## config.mk

```make
export PLATFORM = sky130hd
export DESIGN_NAME = csv_byte_tokenizer
export DESIGN_NICKNAME = d
export VERILOG_FILES = /design/src/sv/csvt_pkg.sv /design/src/sv/csvt_front.sv /design/src/sv/csvt_queue.sv /design/src/sv/csvt_back.sv /design/src/sv/csv_byte_tokenizer.sv
export SDC_FILE = /design/constraint.sdc
export NUM_CORES = 1
export LEC_CHECK = 0
export BUFFER_PORTS_ARGS = -buffer_cell sky130_fd_sc_hd__buf_2
export CAP_MARGIN = 20
export CORE_UTILIZATION = 35
export CTS_CLUSTER_SIZE = 24
export DETAILED_ROUTE_END_ITERATION = 10
export MAX_ROUTING_LAYER = met4
export PLACE_DENSITY_LB_ADDON = 0.15
export SETUP_SLACK_MARGIN = 0.15
export SLEW_MARGIN = 20
export SYNTH_ARGS = -nofsm -noshare
export SYNTH_HDL_FRONTEND = slang
export SYNTH_HIERARCHICAL = 1
export SYNTH_SLANG_ARGS = --single-unit
```

## constraint.sdc

```tcl
create_clock -name clk -period 4.1 [get_ports clk]
set_input_delay 1.025 -clock clk [delete_from_list [all_inputs] [get_ports clk]]
set_output_delay 1.025 -clock clk [all_outputs]
set_load 0.02 [all_outputs]
```

## src/sv/csvt_pkg.sv

```systemverilog
// Shared types and constants for the CSV byte tokenizer.
// Used by every module of the block; depends on nothing.
package csvt_pkg;

  localparam int unsigned MAX_COLUMNS_DEF   = 256;
  localparam int unsigned LINE_LEN_BITS_DEF = 24;
  localparam int unsigned QUEUE_DEPTH       = 2;

  localparam int unsigned CFG_IDX_W  = 3;
  localparam int unsigned CFG_DATA_W = 24;

  localparam logic [CFG_IDX_W-1:0] REG_DELIMITER = 3'd0;
  localparam logic [CFG_IDX_W-1:0] REG_QUOTE     = 3'd1;
  localparam logic [CFG_IDX_W-1:0] REG_ESCAPE    = 3'd2;
  localparam logic [CFG_IDX_W-1:0] REG_MAX_LINE  = 3'd3;
  localparam logic [CFG_IDX_W-1:0] REG_ONE_COL   = 3'd4;

  localparam logic [7:0]  DELIMITER_RST = 8'd44;
  localparam logic [7:0]  QUOTE_RST     = 8'd34;
  localparam logic [7:0]  ESCAPE_RST    = 8'd34;
  localparam logic [23:0] MAX_LINE_RST  = 24'd2097152;

  localparam logic [7:0] BYTE_BOM0 = 8'hEF;
  localparam logic [7:0] BYTE_BOM1 = 8'hBB;
  localparam logic [7:0] BYTE_BOM2 = 8'hBF;
  localparam logic [7:0] BYTE_CR   = 8'h0D;
  localparam logic [7:0] BYTE_LF   = 8'h0A;
  localparam logic [7:0] BYTE_NUL  = 8'h00;

  localparam logic [2:0] ERR_NONE        = 3'd0;
  localparam logic [2:0] ERR_AFTER_QUOTE = 3'd1;
  localparam logic [2:0] ERR_ESCAPE      = 3'd2;
  localparam logic [2:0] ERR_UNTERM      = 3'd3;
  localparam logic [2:0] ERR_LINE_LEN    = 3'd4;

  typedef struct packed {
    logic [7:0] in_byte;
    logic       end_of_input;
  } in_item_t;

  typedef struct packed {
    logic [7:0] value_byte;
    logic       value_valid;
    logic       escape_mark;
    logic       field_end;
    logic       row_end;
    logic [7:0] column_index;
    logic       quoted_field;
    logic       newline_crlf;
    logic [2:0] error_code;
    logic       done_res;
  } out_item_t;

  // One classified byte as it travels from the front to the back.
  typedef struct packed {
    logic [7:0] byte_val;
    logic       eoi;
    logic       is_quote;
    logic       is_delim;
    logic       is_esc;      // escape byte with escaping enabled
    logic       is_esc_raw;  // equal to escape_char, whatever its value
    logic       is_cr;
    logic       is_lf;
    logic       is_bom0;
    logic       is_bom1;
    logic       is_bom2;
  } tok_t;

  typedef struct packed {
    logic [23:0] max_line_bytes;
    logic        one_column;
    logic        esc_is_quote;
  } cfg_t;

endpackage

```

## src/sv/csvt_front.sv

```systemverilog
// Front end: configuration registers and byte classification.
// Depends on csvt_pkg; feeds csvt_queue.
module csvt_front import csvt_pkg::*; (
  input  logic                  clk,
  input  logic                  rst_n,
  input  logic                  in_valid,
  output logic                  in_stall,
  input  in_item_t              in_item,
  input  logic                  cfg_valid,
  output logic                  cfg_ready,
  input  logic [CFG_IDX_W-1:0]  cfg_index,
  input  logic [CFG_DATA_W-1:0] cfg_data,
  input  logic                  q_full,
  output logic                  q_push,
  output tok_t                  q_tok,
  output cfg_t                  cfg
);

  logic [7:0]  delim_r;
  logic [7:0]  quote_r;
  logic [7:0]  escape_r;
  logic [23:0] max_line_r;
  logic        one_col_r;

  assign cfg_ready = 1'b1;

  always_ff @(posedge clk) begin
    if (!rst_n) begin
      delim_r    <= DELIMITER_RST;
      quote_r    <= QUOTE_RST;
      escape_r   <= ESCAPE_RST;
      max_line_r <= MAX_LINE_RST;
      one_col_r  <= 1'b0;
    end else if (cfg_valid && cfg_ready) begin
      unique case (cfg_index)
        REG_DELIMITER: delim_r    <= cfg_data[7:0];
        REG_QUOTE:     quote_r    <= cfg_data[7:0];
        REG_ESCAPE:    escape_r   <= cfg_data[7:0];
        REG_MAX_LINE:  max_line_r <= cfg_data[23:0];
        REG_ONE_COL:   one_col_r  <= cfg_data[0];
        default: ;
      endcase
    end
  end

  assign cfg.max_line_bytes = max_line_r;
  assign cfg.one_column     = one_col_r;
  assign cfg.esc_is_quote   = (escape_r == BYTE_NUL) || (escape_r == quote_r);

  assign in_stall = q_full;
  assign q_push   = in_valid && !q_full;

  always_comb begin
    q_tok.byte_val   = in_item.in_byte;
    q_tok.eoi        = in_item.end_of_input;
    q_tok.is_quote   = in_item.in_byte == quote_r;
    q_tok.is_delim   = in_item.in_byte == delim_r;
    q_tok.is_esc_raw = in_item.in_byte == escape_r;
    q_tok.is_esc     = (escape_r != BYTE_NUL) && (in_item.in_byte == escape_r);
    q_tok.is_cr      = in_item.in_byte == BYTE_CR;
    q_tok.is_lf      = in_item.in_byte == BYTE_LF;
    q_tok.is_bom0    = in_item.in_byte == BYTE_BOM0;
    q_tok.is_bom1    = in_item.in_byte == BYTE_BOM1;
    q_tok.is_bom2    = in_item.in_byte == BYTE_BOM2;
  end

endmodule

```

## src/sv/csvt_queue.sv

```systemverilog
// Short queue of classified bytes between the front and the back.
// Depends on csvt_pkg.
module csvt_queue import csvt_pkg::*; (
  input  logic clk,
  input  logic rst_n,
  input  logic push,
  input  tok_t push_tok,
  output logic full,
  input  logic pop,
  output logic head_valid,
  output tok_t head_tok
);

  localparam int unsigned PTR_W = (QUEUE_DEPTH < 2) ? 1 : $clog2(QUEUE_DEPTH);
  localparam int unsigned CNT_W = $clog2(QUEUE_DEPTH + 1);

  tok_t             mem_r [QUEUE_DEPTH];
  logic [PTR_W-1:0] wr_ptr_r;
  logic [PTR_W-1:0] rd_ptr_r;
  logic [CNT_W-1:0] count_r;

  assign full       = count_r == CNT_W'(QUEUE_DEPTH);
  assign head_valid = count_r != '0;
  assign head_tok   = mem_r[rd_ptr_r];

  always_ff @(posedge clk) begin
    if (push) begin
      mem_r[wr_ptr_r] <= push_tok;
    end
  end

  always_ff @(posedge clk) begin
    if (!rst_n) begin
      wr_ptr_r <= '0;
      rd_ptr_r <= '0;
      count_r  <= '0;
    end else begin
      if (push) begin
        wr_ptr_r <= (wr_ptr_r == PTR_W'(QUEUE_DEPTH - 1)) ? '0 : wr_ptr_r + 1'b1;
      end
      if (pop) begin
        rd_ptr_r <= (rd_ptr_r == PTR_W'(QUEUE_DEPTH - 1)) ? '0 : rd_ptr_r + 1'b1;
      end
      if (push && !pop) begin
        count_r <= count_r + 1'b1;
      end else if (pop && !push) begin
        count_r <= count_r - 1'b1;
      end
    end
  end

endmodule

```

## src/sv/csvt_back.sv

```systemverilog
// Back end: the CSV parse state machine and the output register.
// Depends on csvt_pkg; takes classified bytes from csvt_queue.
module csvt_back import csvt_pkg::*; #(
  parameter int unsigned MAX_COLUMNS   = MAX_COLUMNS_DEF,
  parameter int unsigned LINE_LEN_BITS = LINE_LEN_BITS_DEF
) (
  input  logic      clk,
  input  logic      rst_n,
  input  cfg_t      cfg,
  input  logic      head_valid,
  input  tok_t      head_tok,
  output logic      pop,
  output logic      out_valid,
  input  logic      out_stall,
  output out_item_t out_item
);

  localparam int unsigned COL_LIMIT = ((MAX_COLUMNS - 1) < 255) ? (MAX_COLUMNS - 1) : 255;
  localparam int unsigned COL_W     = (COL_LIMIT < 2) ? 1 : $clog2(COL_LIMIT + 1);
  localparam int unsigned CMP_W     = (LINE_LEN_BITS > 24) ? LINE_LEN_BITS : 24;

  typedef enum logic [7:0] {
    ST_START = 8'b0000_0001,
    ST_PLAIN = 8'b0000_0010,
    ST_INQ   = 8'b0000_0100,
    ST_UNQ   = 8'b0000_1000,
    ST_ESC   = 8'b0001_0000,
    ST_CR    = 8'b0010_0000,
    ST_SKIP  = 8'b0100_0000,
    ST_HALT  = 8'b1000_0000
  } state_t;

  state_t                   st_r, st_nxt;
  logic [COL_W-1:0]         col_r, col_nxt;
  logic [LINE_LEN_BITS-1:0] len_r, len_nxt;
  logic [1:0]               bom_r, bom_nxt;
  logic                     fq_r, fq_nxt;
  logic                     out_valid_r;
  out_item_t                out_r;
  out_item_t                res;

  always_comb begin
    state_t                   ps;
    state_t                   after_row;
    logic                     nl;
    logic                     row_byte;
    logic                     consumed;
    logic                     plain_path;
    logic [LINE_LEN_BITS-1:0] len_n;
    logic [COL_W-1:0]         col_inc;

    res        = '0;
    st_nxt     = st_r;
    col_nxt    = col_r;
    len_nxt    = len_r;
    bom_nxt    = bom_r;
    fq_nxt     = fq_r;
    consumed   = 1'b0;
    plain_path = 1'b0;
    row_byte   = 1'b0;
    ps         = st_r;
    nl         = head_tok.is_cr || head_tok.is_lf;
    after_row  = cfg.one_column ? ST_START : ST_SKIP;
    len_n      = (len_r != '1) ? len_r + 1'b1 : len_r;
    col_inc    = (col_r < COL_W'(COL_LIMIT)) ? col_r + 1'b1 : col_r;

    if (st_r == ST_HALT) begin
      res.done_res = 1'b1;
    end else begin
      res.column_index = 8'(col_r);
      if (head_tok.eoi) begin
        if (st_r == ST_INQ) begin
          res.error_code = ERR_UNTERM;
          res.done_res   = 1'b1;
          st_nxt         = ST_HALT;
        end else if (st_r == ST_ESC) begin
          res.error_code = ERR_ESCAPE;
          res.done_res   = 1'b1;
          st_nxt         = ST_HALT;
        end else begin
          // A pending field or a trailing delimiter closes the last row.
          if ((st_r == ST_START && col_r != '0) || st_r == ST_PLAIN || st_r == ST_UNQ) begin
            res.field_end    = 1'b1;
            res.row_end      = 1'b1;
            res.quoted_field = fq_r;
          end
          bom_nxt      = 2'd3;
          st_nxt       = ST_HALT;
          res.done_res = 1'b1;
        end
      end else begin
        // Byte order mark: swallowed only while it matches from the very start.
        unique case (bom_r)
          2'd0: begin
            bom_nxt  = head_tok.is_bom0 ? 2'd1 : 2'd3;
            consumed = head_tok.is_bom0;
          end
          2'd1: begin
            bom_nxt  = head_tok.is_bom1 ? 2'd2 : 2'd3;
            consumed = head_tok.is_bom1;
          end
          2'd2: begin
            bom_nxt  = 2'd3;
            consumed = head_tok.is_bom2;
          end
          default: ;
        endcase

        if (!consumed && ps == ST_CR) begin
          if (head_tok.is_lf) begin
            res.newline_crlf = 1'b1;
            st_nxt           = after_row;
            consumed         = 1'b1;
          end else begin
            ps = after_row;
          end
        end
        if (!consumed && ps == ST_SKIP) begin
          if (nl) begin
            st_nxt   = ST_SKIP;
            consumed = 1'b1;
          end else begin
            ps = ST_START;
          end
        end

        if (!consumed) begin
          st_nxt = ps;
          if (ps == ST_START && !head_tok.is_quote && !head_tok.is_delim && nl) begin
            row_byte = 1'b1;
          end
          if (ps == ST_PLAIN && !head_tok.is_delim && nl) begin
            row_byte = 1'b1;
          end
          if (ps == ST_UNQ && !(head_tok.is_quote && cfg.esc_is_quote) &&
              !head_tok.is_delim && nl) begin
            row_byte = 1'b1;
          end

          if (!row_byte && (CMP_W'(len_n) > CMP_W'(cfg.max_line_bytes))) begin
            res.error_code = ERR_LINE_LEN;
            res.done_res   = 1'b1;
            st_nxt         = ST_HALT;
          end else begin
            if (!row_byte) begin
              len_nxt = len_n;
            end
            unique case (ps)
              ST_START: begin
                if (head_tok.is_quote) begin
                  fq_nxt           = 1'b1;
                  st_nxt           = ST_INQ;
                  res.quoted_field = 1'b1;
                end else begin
                  plain_path = 1'b1;
                end
              end
              ST_PLAIN: begin
                plain_path = 1'b1;
              end
              ST_INQ: begin
                res.quoted_field = fq_r;
                if (head_tok.is_quote) begin
                  st_nxt = ST_UNQ;
                end else begin
                  res.value_byte  = head_tok.byte_val;
                  res.value_valid = 1'b1;
                  res.escape_mark = head_tok.is_esc;
                  if (head_tok.is_esc) begin
                    st_nxt = ST_ESC;
                  end
                end
              end
              ST_UNQ: begin
                if (head_tok.is_quote && cfg.esc_is_quote) begin
                  // Doubled quote: one quote byte of content.
                  res.value_byte   = head_tok.byte_val;
                  res.value_valid  = 1'b1;
                  res.quoted_field = fq_r;
                  st_nxt           = ST_INQ;
                end else if (head_tok.is_delim || nl) begin
                  plain_path = 1'b1;
                end else begin
                  res.quoted_field = fq_r;
                  res.error_code   = ERR_AFTER_QUOTE;
                  res.done_res     = 1'b1;
                  st_nxt           = ST_HALT;
                end
              end
              default: begin
                // Byte after an escape byte must be the quote or the escape byte.
                res.quoted_field = fq_r;
                if (!head_tok.is_quote && !head_tok.is_esc_raw) begin
                  res.error_code = ERR_ESCAPE;
                  res.done_res   = 1'b1;
                  st_nxt         = ST_HALT;
                end else begin
                  res.value_byte  = head_tok.byte_val;
                  res.value_valid = 1'b1;
                  st_nxt          = ST_INQ;
                end
              end
            endcase

            if (plain_path) begin
              if (head_tok.is_delim) begin
                res.field_end    = 1'b1;
                res.quoted_field = fq_r;
                col_nxt          = col_inc;
                fq_nxt           = 1'b0;
                st_nxt           = ST_START;
              end else if (nl) begin
                res.field_end    = 1'b1;
                res.row_end      = 1'b1;
                res.quoted_field = fq_r;
                col_nxt          = '0;
                len_nxt          = '0;
                fq_nxt           = 1'b0;
                st_nxt           = head_tok.is_cr ? ST_CR : after_row;
              end else begin
                res.value_byte   = head_tok.byte_val;
                res.value_valid  = 1'b1;
                res.quoted_field = fq_r;
                st_nxt           = ST_PLAIN;
              end
            end
          end
        end
      end
    end
  end

  assign pop = head_valid && (!out_valid_r || !out_stall);

  always_ff @(posedge clk) begin
    if (!rst_n) begin
      st_r        <= ST_START;
      col_r       <= '0;
      len_r       <= '0;
      bom_r       <= 2'd0;
      fq_r        <= 1'b0;
      out_valid_r <= 1'b0;
    end else begin
      if (pop) begin
        st_r        <= st_nxt;
        col_r       <= col_nxt;
        len_r       <= len_nxt;
        bom_r       <= bom_nxt;
        fq_r        <= fq_nxt;
        out_valid_r <= 1'b1;
      end else if (!out_stall) begin
        out_valid_r <= 1'b0;
      end
    end
  end

  always_ff @(posedge clk) begin
    if (pop) begin
      out_r <= res;
    end
  end

  assign out_valid = out_valid_r;
  assign out_item  = out_r;

endmodule

```

## src/sv/csv_byte_tokenizer.sv

```systemverilog
// CSV byte tokenizer, top level: front (config and classify), queue, back (parser).
// Each accepted byte is written into the queue, then parsed from the queue head into the output register.
// Throughput: one byte per clock while the output is not stalled; the back end parses each byte combinationally.
// A full two-entry queue stalls the input; the output register holds a stalled beat.
// Reset (rst_n low, synchronous) restores the register defaults and the parse state.
// Depends on csvt_pkg, csvt_front, csvt_queue and csvt_back.
module csv_byte_tokenizer import csvt_pkg::*; #(
  parameter int unsigned MAX_COLUMNS   = MAX_COLUMNS_DEF,
  parameter int unsigned LINE_LEN_BITS = LINE_LEN_BITS_DEF
) (
  input  logic                  clk,
  input  logic                  rst_n,
  input  logic                  in_valid,
  output logic                  in_stall,
  input  in_item_t              in_item,
  output logic                  out_valid,
  input  logic                  out_stall,
  output out_item_t             out_item,
  input  logic                  cfg_valid,
  output logic                  cfg_ready,
  input  logic [CFG_IDX_W-1:0]  cfg_index,
  input  logic [CFG_DATA_W-1:0] cfg_data
);

  cfg_t cfg;
  tok_t push_tok;
  tok_t head_tok;
  logic q_push;
  logic q_full;
  logic q_pop;
  logic head_valid;

  csvt_front u_front (
    .clk       (clk),
    .rst_n     (rst_n),
    .in_valid  (in_valid),
    .in_stall  (in_stall),
    .in_item   (in_item),
    .cfg_valid (cfg_valid),
    .cfg_ready (cfg_ready),
    .cfg_index (cfg_index),
    .cfg_data  (cfg_data),
    .q_full    (q_full),
    .q_push    (q_push),
    .q_tok     (push_tok),
    .cfg       (cfg)
  );

  csvt_queue u_queue (
    .clk        (clk),
    .rst_n      (rst_n),
    .push       (q_push),
    .push_tok   (push_tok),
    .full       (q_full),
    .pop        (q_pop),
    .head_valid (head_valid),
    .head_tok   (head_tok)
  );

  csvt_back #(
    .MAX_COLUMNS   (MAX_COLUMNS),
    .LINE_LEN_BITS (LINE_LEN_BITS)
  ) u_back (
    .clk        (clk),
    .rst_n      (rst_n),
    .cfg        (cfg),
    .head_valid (head_valid),
    .head_tok   (head_tok),
    .pop        (q_pop),
    .out_valid  (out_valid),
    .out_stall  (out_stall),
    .out_item   (out_item)
  );

endmodule

```

Word level (Yosys, flattened, before mapping)
Memory sizes are Yosys's and may differ from the RTL's. A register that Yosys moved wholly into a read port is not among the register bits.
Cells that the tools add are included.
{"block": "totals", "regBits": 123, "ram_bits": 36, "input_bits": 41, "output_inout_bits": 29, "mem_count": 1}
{"block": "classes", "n_addsub": 6, "magnitude_cmp": 2, "n_eq_ne": 33, "n_mux": 119, "bitwise_logic": 6, "n_reduce_logical": 60}
{"memory": "u_queue.mem_r", "words": 2, "width": 18, "read_ports": 1, "rd_clocked_by_memory_dff": 1, "wr": 1, "line_no": "csvt_queue.sv:17", "rtl": "tok_t mem_r [QUEUE_DEPTH];"}
{"operator": "8-bit 2-to-1 mux", "n": 28}
{"operator": "24-bit 2-to-1 mux", "n": 5}
{"operator": "1-bit 2-to-1 mux", "n": 50}
{"operator": "9-bit 2-to-1 mux", "n": 5}
{"operator": "8-bit by 4-bit == test with 1-bit output, second input constant", "n": 4}
{"operator": "8-bit == test", "n": 4}
{"operator": "8-bit == test, second input constant", "n": 4}
{"operator": "2-bit 2-to-1 mux", "n": 16}
{"operator": "8-bit case mux with 4 select lines", "n": 1}
{"operator": "9-bit case mux with 3 select lines", "n": 1}
{"operator": "24-bit by 1-bit adder with 24-bit output, second input constant", "n": 1}
{"operator": "24-bit greater-than comparator", "n": 1}
{"operator": "24-bit inequality test, second input constant", "n": 1}
{"operator": "4-bit 2-to-1 mux", "n": 5}
{"operator": "1-bit logical AND", "n": 19}
{"operator": "8-bit by 1-bit == test with 1-bit output, second input constant", "n": 2}
{"operator": "8-bit by 2-bit == test with 1-bit output, second input constant", "n": 2}
{"operator": "8-bit by 3-bit == test with 1-bit output, second input constant", "n": 2}
{"operator": "8-bit nonzero test", "n": 2}
{"operator": "1-bit logical NOT", "n": 12}
{"operator": "2-bit AND reduction", "n": 6}
{"operator": "10-bit 2-to-1 mux", "n": 1}
{"operator": "5-bit AND reduction", "n": 2}
{"operator": "1-bit case mux with 3 select lines", "n": 3}
{"operator": "31 further kinds", "n": 49}

Longest topological paths before layout
Gate-level depths: netlist of the first run.
{"block": "logic_depth", "ltp_word": 34, "mapped_depth": 18}

Cells and area by module
The synthesis of the first run kept the hierarchy.
{"mod": "csvt_back", "n_inst": 1, "cells_each": 547, "area_per_inst_um2": 4803.4, "seq_area_each_um2": 1661.6}
{"mod": "csvt_front", "n_inst": 1, "cells_each": 282, "area_per_inst_um2": 2463.6, "seq_area_each_um2": 980.9}
{"mod": "csvt_queue", "n_inst": 1, "cells_each": 78, "area_per_inst_um2": 1521.5, "seq_area_each_um2": 1181.1}

Worst setup path after synthesis of the first run
No wires, ideal clock.
{"block": "synth_timing", "path_kind": "flip-flop to flip-flop", "start": "reg u_back.len_r[0]", "end": "reg u_back.len_r[17]", "setup_time_ns": 0.071, "arrival_time_ns": 4.230, "setup_slack_ns": -0.200, "path_stages_with_launch": 19, "path_buffers": 1, "synth_period_minus_slack_ns": 4.300, "path_cell_list": "dfxtp_1 ha_1 inv_1 nor4_1 a311oi_1 nor2b_1 nand3_1 nor2_1 xor2_1 ha_1 a211oi_1 o211ai_1 a221oi_1 nand3b_1 a21oi_2 nand3_2 buf_2 or3_1 a21oi_1"}
{"block": "synth_between", "elab_chain_cells": 6, "elab_cells_between_ends": 11}
{"item": "start: declaration", "line_no": "csvt_back.sv:35", "rtl": "logic [LINE_LEN_BITS-1:0] len_r, len_nxt;"}
{"item": "start signal: assignment", "line_no": "csvt_back.sv:247", "rtl": "len_r <= len_nxt;"}
{"item": "24-bit by 1-bit adder with 24-bit output or 24-bit inequality test (tied branches)", "line_no": "csvt_back.sv:64", "rtl": "len_n = (len_r != '1) ? len_r + 1'b1 : len_r;"}
{"item": "24-bit 2-to-1 mux (*)", "line_no": "csvt_back.sv:64"}
{"item": "24-bit greater-than comparator or 24-bit 2-to-1 mux (tied branches)", "line_no": "csvt_back.sv:140, csvt_back.sv:145"}
{"item": "1-bit logical AND or 24-bit 2-to-1 mux (tied branches)", "line_no": "csvt_back.sv:140, csvt_back.sv:212"}
{"item": "1-bit inverter (no line) or 24-bit 2-to-1 mux (tied branches)"}
{"item": "5-bit AND reduction (no line) or 24-bit 2-to-1 mux (tied branches)"}
Every way passes the cells marked *; elsewhere a longest branch is shown, timed or not.
A chain may end at the register's enable or synchronous reset.

Worst setup path in the final report of the first run
{"block": "layout_timing", "start": "reg u_back.len_r[0]", "end": "reg u_back.len_r[21]"}
Same word-level chain as after synthesis.

==> results of run 1 <==
## worst max-delay path: cells and delay by family, from the launching register on
kind,cells,cell delay [ps]
and+or+nand+nor,5,700
buffers and inverters,20,2420
AOI/OAI and AO/OA,2,450
adders and majority gates,1,160
DFF,1,340
## synth_stat cells (all sizes together) (8+ instances only)
cell type    n  area share (%)
nand2      113             4.8
dfxtp       98              22
edfxtp      62              21
nor2        52             2.3
xnor2       45             4.5
a21oi       39             2.3
inv         39             1.7
ha          32             4.6
nand3       31             1.8
o21ai       31             1.8
a21boi      29             2.5
buf         29             2.4
nand4       27             2.0
nor2b       24             1.7
xor2        24             2.4
clkbuf      23             1.3
mux2        20             2.6
mux2i       20             2.3
or3         19             1.4
nor3        17             1.1
and2        14             1.0
o31ai       11             1.1
a211oi       8            0.80
nor4         8            0.74
## path summary, 6_finish.rpt
check	from	depth (start not counted)	endpoint
setup reg to reg	u_back/len_r[0]	28	u_back/len_r[21]
setup / recovery	u_back/len_r[0]	28	u_back/len_r[21]
hold reg to reg	u_front/max_line_r[11]	2	u_front/max_line_r[11]
hold / removal	u_front/max_line_r[11]	2	u_front/max_line_r[11]
## flip-flops by register name, summed over array words and instances, names as in the netlist, named ones only
signal and flops:
u_front/max_line_r 24, u_front/delim_r 8, u_back/st_r 8, u_back/out_valid 1
u_back/fq_r 1, u_front/escape_r 8, u_back/col_r 8, u_front/one_col_r 1
u_back/bom_r 2, u_queue/mem_r 36, u_back/len_r 24, u_front/quote_r 8
u_queue/wr_ptr_r 1, u_back/out_item 26, u_queue/rd_ptr_r 1, u_queue/count_r 2
## metrics by stage
stage,std cells,worst slack (ps),instance area (µm²),total power (µW),TNS (ps)
floorplan,907,161,8840,3410,0
CTS,1379,124,10800,5740,0
global route,1386,-114,11200,6260,-2170
finish,1386,-9.51,11200,5960,-9.51
global placement,1321,0.808,9820,4050,0
detailed placement,1321,-74.2,9820,4050,-654
## placed cells by master, fill, tap and decap left out, types with 5 or more instances in the layout
cell type    n
a211oi_1     5
a21boi_0    13
a21boi_1    16
a21oi_1     23
a21oi_2     15
and2_1      13
and3_1       5
buf_2       69
buf_4       85
buf_6       19
clkbuf_16   17
dfxtp_1     96
edfxtp_1    62
ha_1        31
inv_1       38
mux2_2      19
mux2i_1     20
nand2_1    111
nand3_1     22
nand3_4      7
nand4_1     26
nor2_1      49
nor2b_1     23
nor3_1      13
o21ai_0     25
o31ai_1      7
or3_1       13
or3_4        5
or4_4        5
xnor2_1     42
xor2_1      23
## per-layer routing
layer  global-route usage (%)  vias to the layer above  share of wire [%]
met1                     24.0                     3394                 48
met2                     29.5                      126                 47
met4                     5.50                        0                1.8
met3                     2.25                       25                2.9
li1                         -                     3527                  -
met5                        -                        -                  0
## repair_timing
action	CTS	global route
endpoints found under the setup margin	30	53
pin swaps	34	53
resized for setup	35	69
setup buffers	24	6
gates cloned	2	1
## cell families (layout without fill, tap and decap cells)
kind of cell	Yosys count	count (layout)	share of synthesized area (%)
muxes	40	40	4.84
AOI/OAI and AO/OA	162	163	13.3
DFF	160	160	43.5
and+or+nand+nor	350	351	21.4
adders and majority gates	32	32	4.56
other	1	1	0.0427
xor gates and xnor gates	69	69	6.88
buffers and inverters	93	246	5.54
## cell type report
cell class              count  area (µm²)  area share (%)
clock buffers              17         425            3.81
clock inverters            15         169            1.51
inverters                  40         150            1.35
multi-input cells         656        4960            44.5
flip-flops and latches    160        3830            34.3
well taps                 324         405            3.63
repair buffers            174        1220            10.9
## power breakdown
group	switching (µW)	total [µW]	internal [µW]
combinational	1410	2290	887
clock	768	1590	818
sequential	138	2080	1940
total	2310	5960	3650
==> impl_metrics.yaml, run 1 <==
finish:
  drive_gt1_share_pct: 31.2
  insertedDiodeCount: 0
  fillCellCount: 2374
  num-nets-final: 1122
  final_util_pct: 45.6
  syn2layout_area_growth_pct: 26.9
setup_path:
  critical_path_class: "register to register"
  cp.arrival_ps: 4470
  slowest_delay_ps: 360
  required_ps: 4460
  cp-end-kind: "register"
  cpMostUsedCell: "buf_4"
  reg2reg_setup_slack_ps: -10
  cpMaxStageDelayCell: "or3_4"
  worstSetupStartpointType: "register"
  critPathMaxFanout: 5
clocking:
  numCtsBuffers: 17
  cts.hold.buffers_added: 0
  cts_tree: "yes"
  insertion_delay_ps: 430
  clk_pin_slew_ps: 80
  cts_root_buf: "clkbuf_16"
  cts.sinks: 160
  clock_path_buffers: 2
  htreeDepth: 4
placed_design:
  gp_congestion: 0.888
  dp_hpwl_um: 15800
  io_buffer_count: 68
timing:
  skew_ps: 12.3
  period_share_pct: 100
  timing.final.hold_violations: 0
  hold_slack_ps: 453
  rsz0062_at_grt: "true"
  worstMarginPinSlew_ps: 1110
  worst_slack_ps: -9.51
  setup_viol: 1
  slew_headroom_pct: 25.5
  min_period_ps: 4110
  fmax_ghz: 0.243
  slew_violations: 0
die:
  fp.dieH_um: 160
  core_area_um2: 24500
  die_area_um2: 25700
  ioPinCount: 70
  rows: 57
  die_width_um: 160
  start_util_pct: 35.9
drt:
  ant_nets: 0
  first_iter_violations: 358
  vias: 7072
  wl_um: 22700
  drc: 0
  via_per_inst: 5.10
  avgRoutedWirePerCell_um: 16.4
  drtPass1Iterations: 5
global_routing:
  grt_pass1_vias: 6886
  grt_antenna_before_repair: 0
  grt_overflow: 0
  track_usage_pct: 18.3
  grt_pass1_wl_um: 36400
  grt_start_max_net_pins: 44
yosys:
  seq_area_frac_synth_pct: 43.5
  syn_area_um2: 8790
  synth_flop_cell: "dfxtp_1"
  async_reset_ff_share_pct: 0
  netlist_instances: 907
  syn_nets: 980
  synth_edf_count: 62
  yosysWarnings: 6
  synth-seq-cells: 160
  synth.distinct_cells: 88
  syn_area_per_cell_um2: 9.69
run:
  maxCapViolCount: 0
pwr:
  peakVddDrop_mv: 0.253
  cellLeakagePower_uw: 0.00416
  p_per_area_nw_per_um2: 535
worst_hold_path:
  min_path_type: "register to register"
run_status:
  violations: "setup timing"
  run_status: "complete, but fails checks"
No activity file was read; power rests on OpenSTA's default activity.
==> run 2: changes to the inputs <==
ABC_CLOCK_PERIOD_IN_PS = 4710   (was not set)
PLACE_DENSITY = 0.53   (was not set)
PLACE_DENSITY_LB_ADDON = not set   (was 0.15)
clock period = 4.71 ns   (was 4.1 ns; I/O delays follow)
==> run 2 against run 1 <==
  * The flow now finishes without violations
  * Power decreased by 19%
  * Global-route usage decreased by 1.1 points
  * First-iteration DRC count increased by 29%
  * Register-to-register slack improved by 430 ps
  * Clock power decreased by 14%
  * Cell area decreased by 10%
  * Count of clock-buffer cells in the layout unchanged
  * Worst setup slack improved by 430 ps
  * Clock skew decreased by 2.4 ps
  * Hold slack about the same
  * Via count decreased by 4.3%
  * Core utilization decreased by 4.6 points
  * Critical path type unchanged
  * Largest power group is now sequential cells
==> impl_metrics.yaml, run 2 (synthesized netlist as in run 1, its figures left out) <==
run_status:
  run_status: "finished clean"
global_routing:
  grt_pass1_wl_um: 34300
  grt_start_max_net_pins: 63
  track_usage_pct: 17.2
  grt_antenna_before_repair: 0
  grt_overflow: 0
  grt_pass1_vias: 6322
drt:
  avgRoutedWirePerCell_um: 16.1
  first_iter_violations: 462
  vias: 6767
  drtPass1Iterations: 5
  drc: 0
  via_per_inst: 5.21
  ant_nets: 0
  wl_um: 20900
clocking:
  cts_tree: "yes"
  htreeDepth: 4
  cts.sinks: 160
  insertion_delay_ps: 430
  clk_pin_slew_ps: 70
  cts_root_buf: "clkbuf_16"
  numCtsBuffers: 17
  cts.hold.buffers_added: 0
  clock_path_buffers: 2
pwr:
  power_uw: 4810
  p_per_area_nw_per_um2: 479
  peakVddDrop_mv: 0.237
  cellLeakagePower_uw: 0.00363
timing:
  min_period_ps: 4290
  worstMarginPinSlew_ps: 897
  skew_ps: 9.93
  slew_violations: 0
  rsz0062_at_grt: "false"
  timing.final.hold_violations: 0
  setup_viol: 0
  period_share_pct: 91.1
  slew_headroom_pct: 40.2
  fmax_ghz: 0.233
  setup_tns_ps: 0
placed_design:
  placed_cells: 1263
  dp_hpwl_um: 15000
  gp_congestion: 0.906
  io_buffer_count: 68
worst_hold_path:
  whs_path_depth: 2
  min_path_type: "register to register"
finish:
  regArea_um2: 3820
  fillCellCount: 2408
  drive_gt1_share_pct: 19.1
  syn2layout_area_growth_pct: 14.3
  largest_reg_flops: 36
  num-nets-final: 1036
  top_register: "u_queue/mem_r"
  layout_common_cells: "113 x nand2_1, 98 x dfxtp_1, 68 x buf_2"
  fin_cells: 1300
  multi_input_area_um2: 4560
  insertedDiodeCount: 0
  final_common_cell: "nand2_1"
setup_path:
  critical_path_class: "register to register"
  reg2reg_setup_slack_ps: 420
  worstSetupStartpointType: "register"
  required_ps: 5080
  rr_worst_depth: 17
  cp.arrival_ps: 4660
  cp-end-kind: "register"
  critPathMaxFanout: 8
run:
  maxCapViolCount: 0
die:
  ioPinCount: 70
  rows: 57
  die_width_um: 160
  fp.dieH_um: 160
  core_area_um2: 24500
  die_area_um2: 25700
  start_util_pct: 35.9
run 2: changes by cell type in the layout (fill, tap and decap cells not counted), moves of 5 or more:
cell | before | now
a21oi_2 | 15 | 1
buf_6 | 19 | 0
nand3_4 | 7 | 1
or4_1 | 1 | 6
nand3_1 | 22 | 28
or3_4 | 5 | 0
buf_4 | 85 | 21
a21oi_1 | 23 | 37
or3_1 | 13 | 18
or4_4 | 5 | 0
run 2: through the flow:
stage          worst slack [ps]  instance area, µm²  util, %  hold WS, ps
6_report                    421               10000     41.1          452
5_1_grt                     132               10000     41.1          475
4_1_cts                     196                9920     40.6          457
3_5_place_dp                171                9330     38.1          447
3_3_place_gp                261                9330     38.1          442
2_1_floorplan               410                8790        -          435
run 2: worst paths after layout:
check / from / endpoint
setup / recovery: u_back/len_r[1] / u_back/col_r[5]
hold / removal: u_front/max_line_r[17] / u_front/max_line_r[17]
setup reg to reg: u_back/len_r[1] / u_back/col_r[5]
hold reg to reg: u_front/max_line_r[17] / u_front/max_line_r[17]
run 2: final cells by class:
class                   instances  share of cell area, %
clock buffers                  17                   4.24
inverters                      40                   1.50
multi-input cells             654                   45.4
repair buffers                 90                   5.11
flip-flops and latches        160                   38.1
well taps                     324                   4.04
clock inverters                15                   1.63
run 2: power by group:
part | leakage (µW) | total [µW] | internal, µW | switching [µW]
registers | 0.00139 | 1810 | 1690 | 119
logic | 0.00196 | 1630 | 570 | 1060
clock network | 0.000283 | 1370 | 711 | 658
total | 0.00363 | 4810 | 2970 | 1830
run 2: timing repair:
item                       in CTS  in global routing
pin swaps                       0                  4
setup endpoints to repair       2                 33
setup buffers                   0                  4
resized for setup               1                 14
gates cloned                    0                  0
run 2: routing by layer:
| metal | vias to the layer above | GRT usage, % | part of all wire [%] |
|---|---|---|---|
| met4 | 0 | 6.02 | 2.0 |
| met1 | 3192 | 23.2 | 50 |
| met5 | - | - | 0 |
| met2 | 173 | 25.8 | 44 |
| li1 | 3368 | - | - |
| met3 | 34 | 3.00 | 4.1 |
run 2: worst max-delay path: stages, from the launching register on:
cell      delay [ps]
dfxtp_1          380
ha_1             210
inv_1             60
nor4_2           330
buf_4            190
nand2_1          150
nor4_2           340
xor2_1           210
ha_1             280
a21oi_1          170
nand2_1           70
a221o_1          360
nand3b_1         310
o211ai_2         170
o21ai_2          140
buf_4            220
or4_1            500
a21oi_1          150
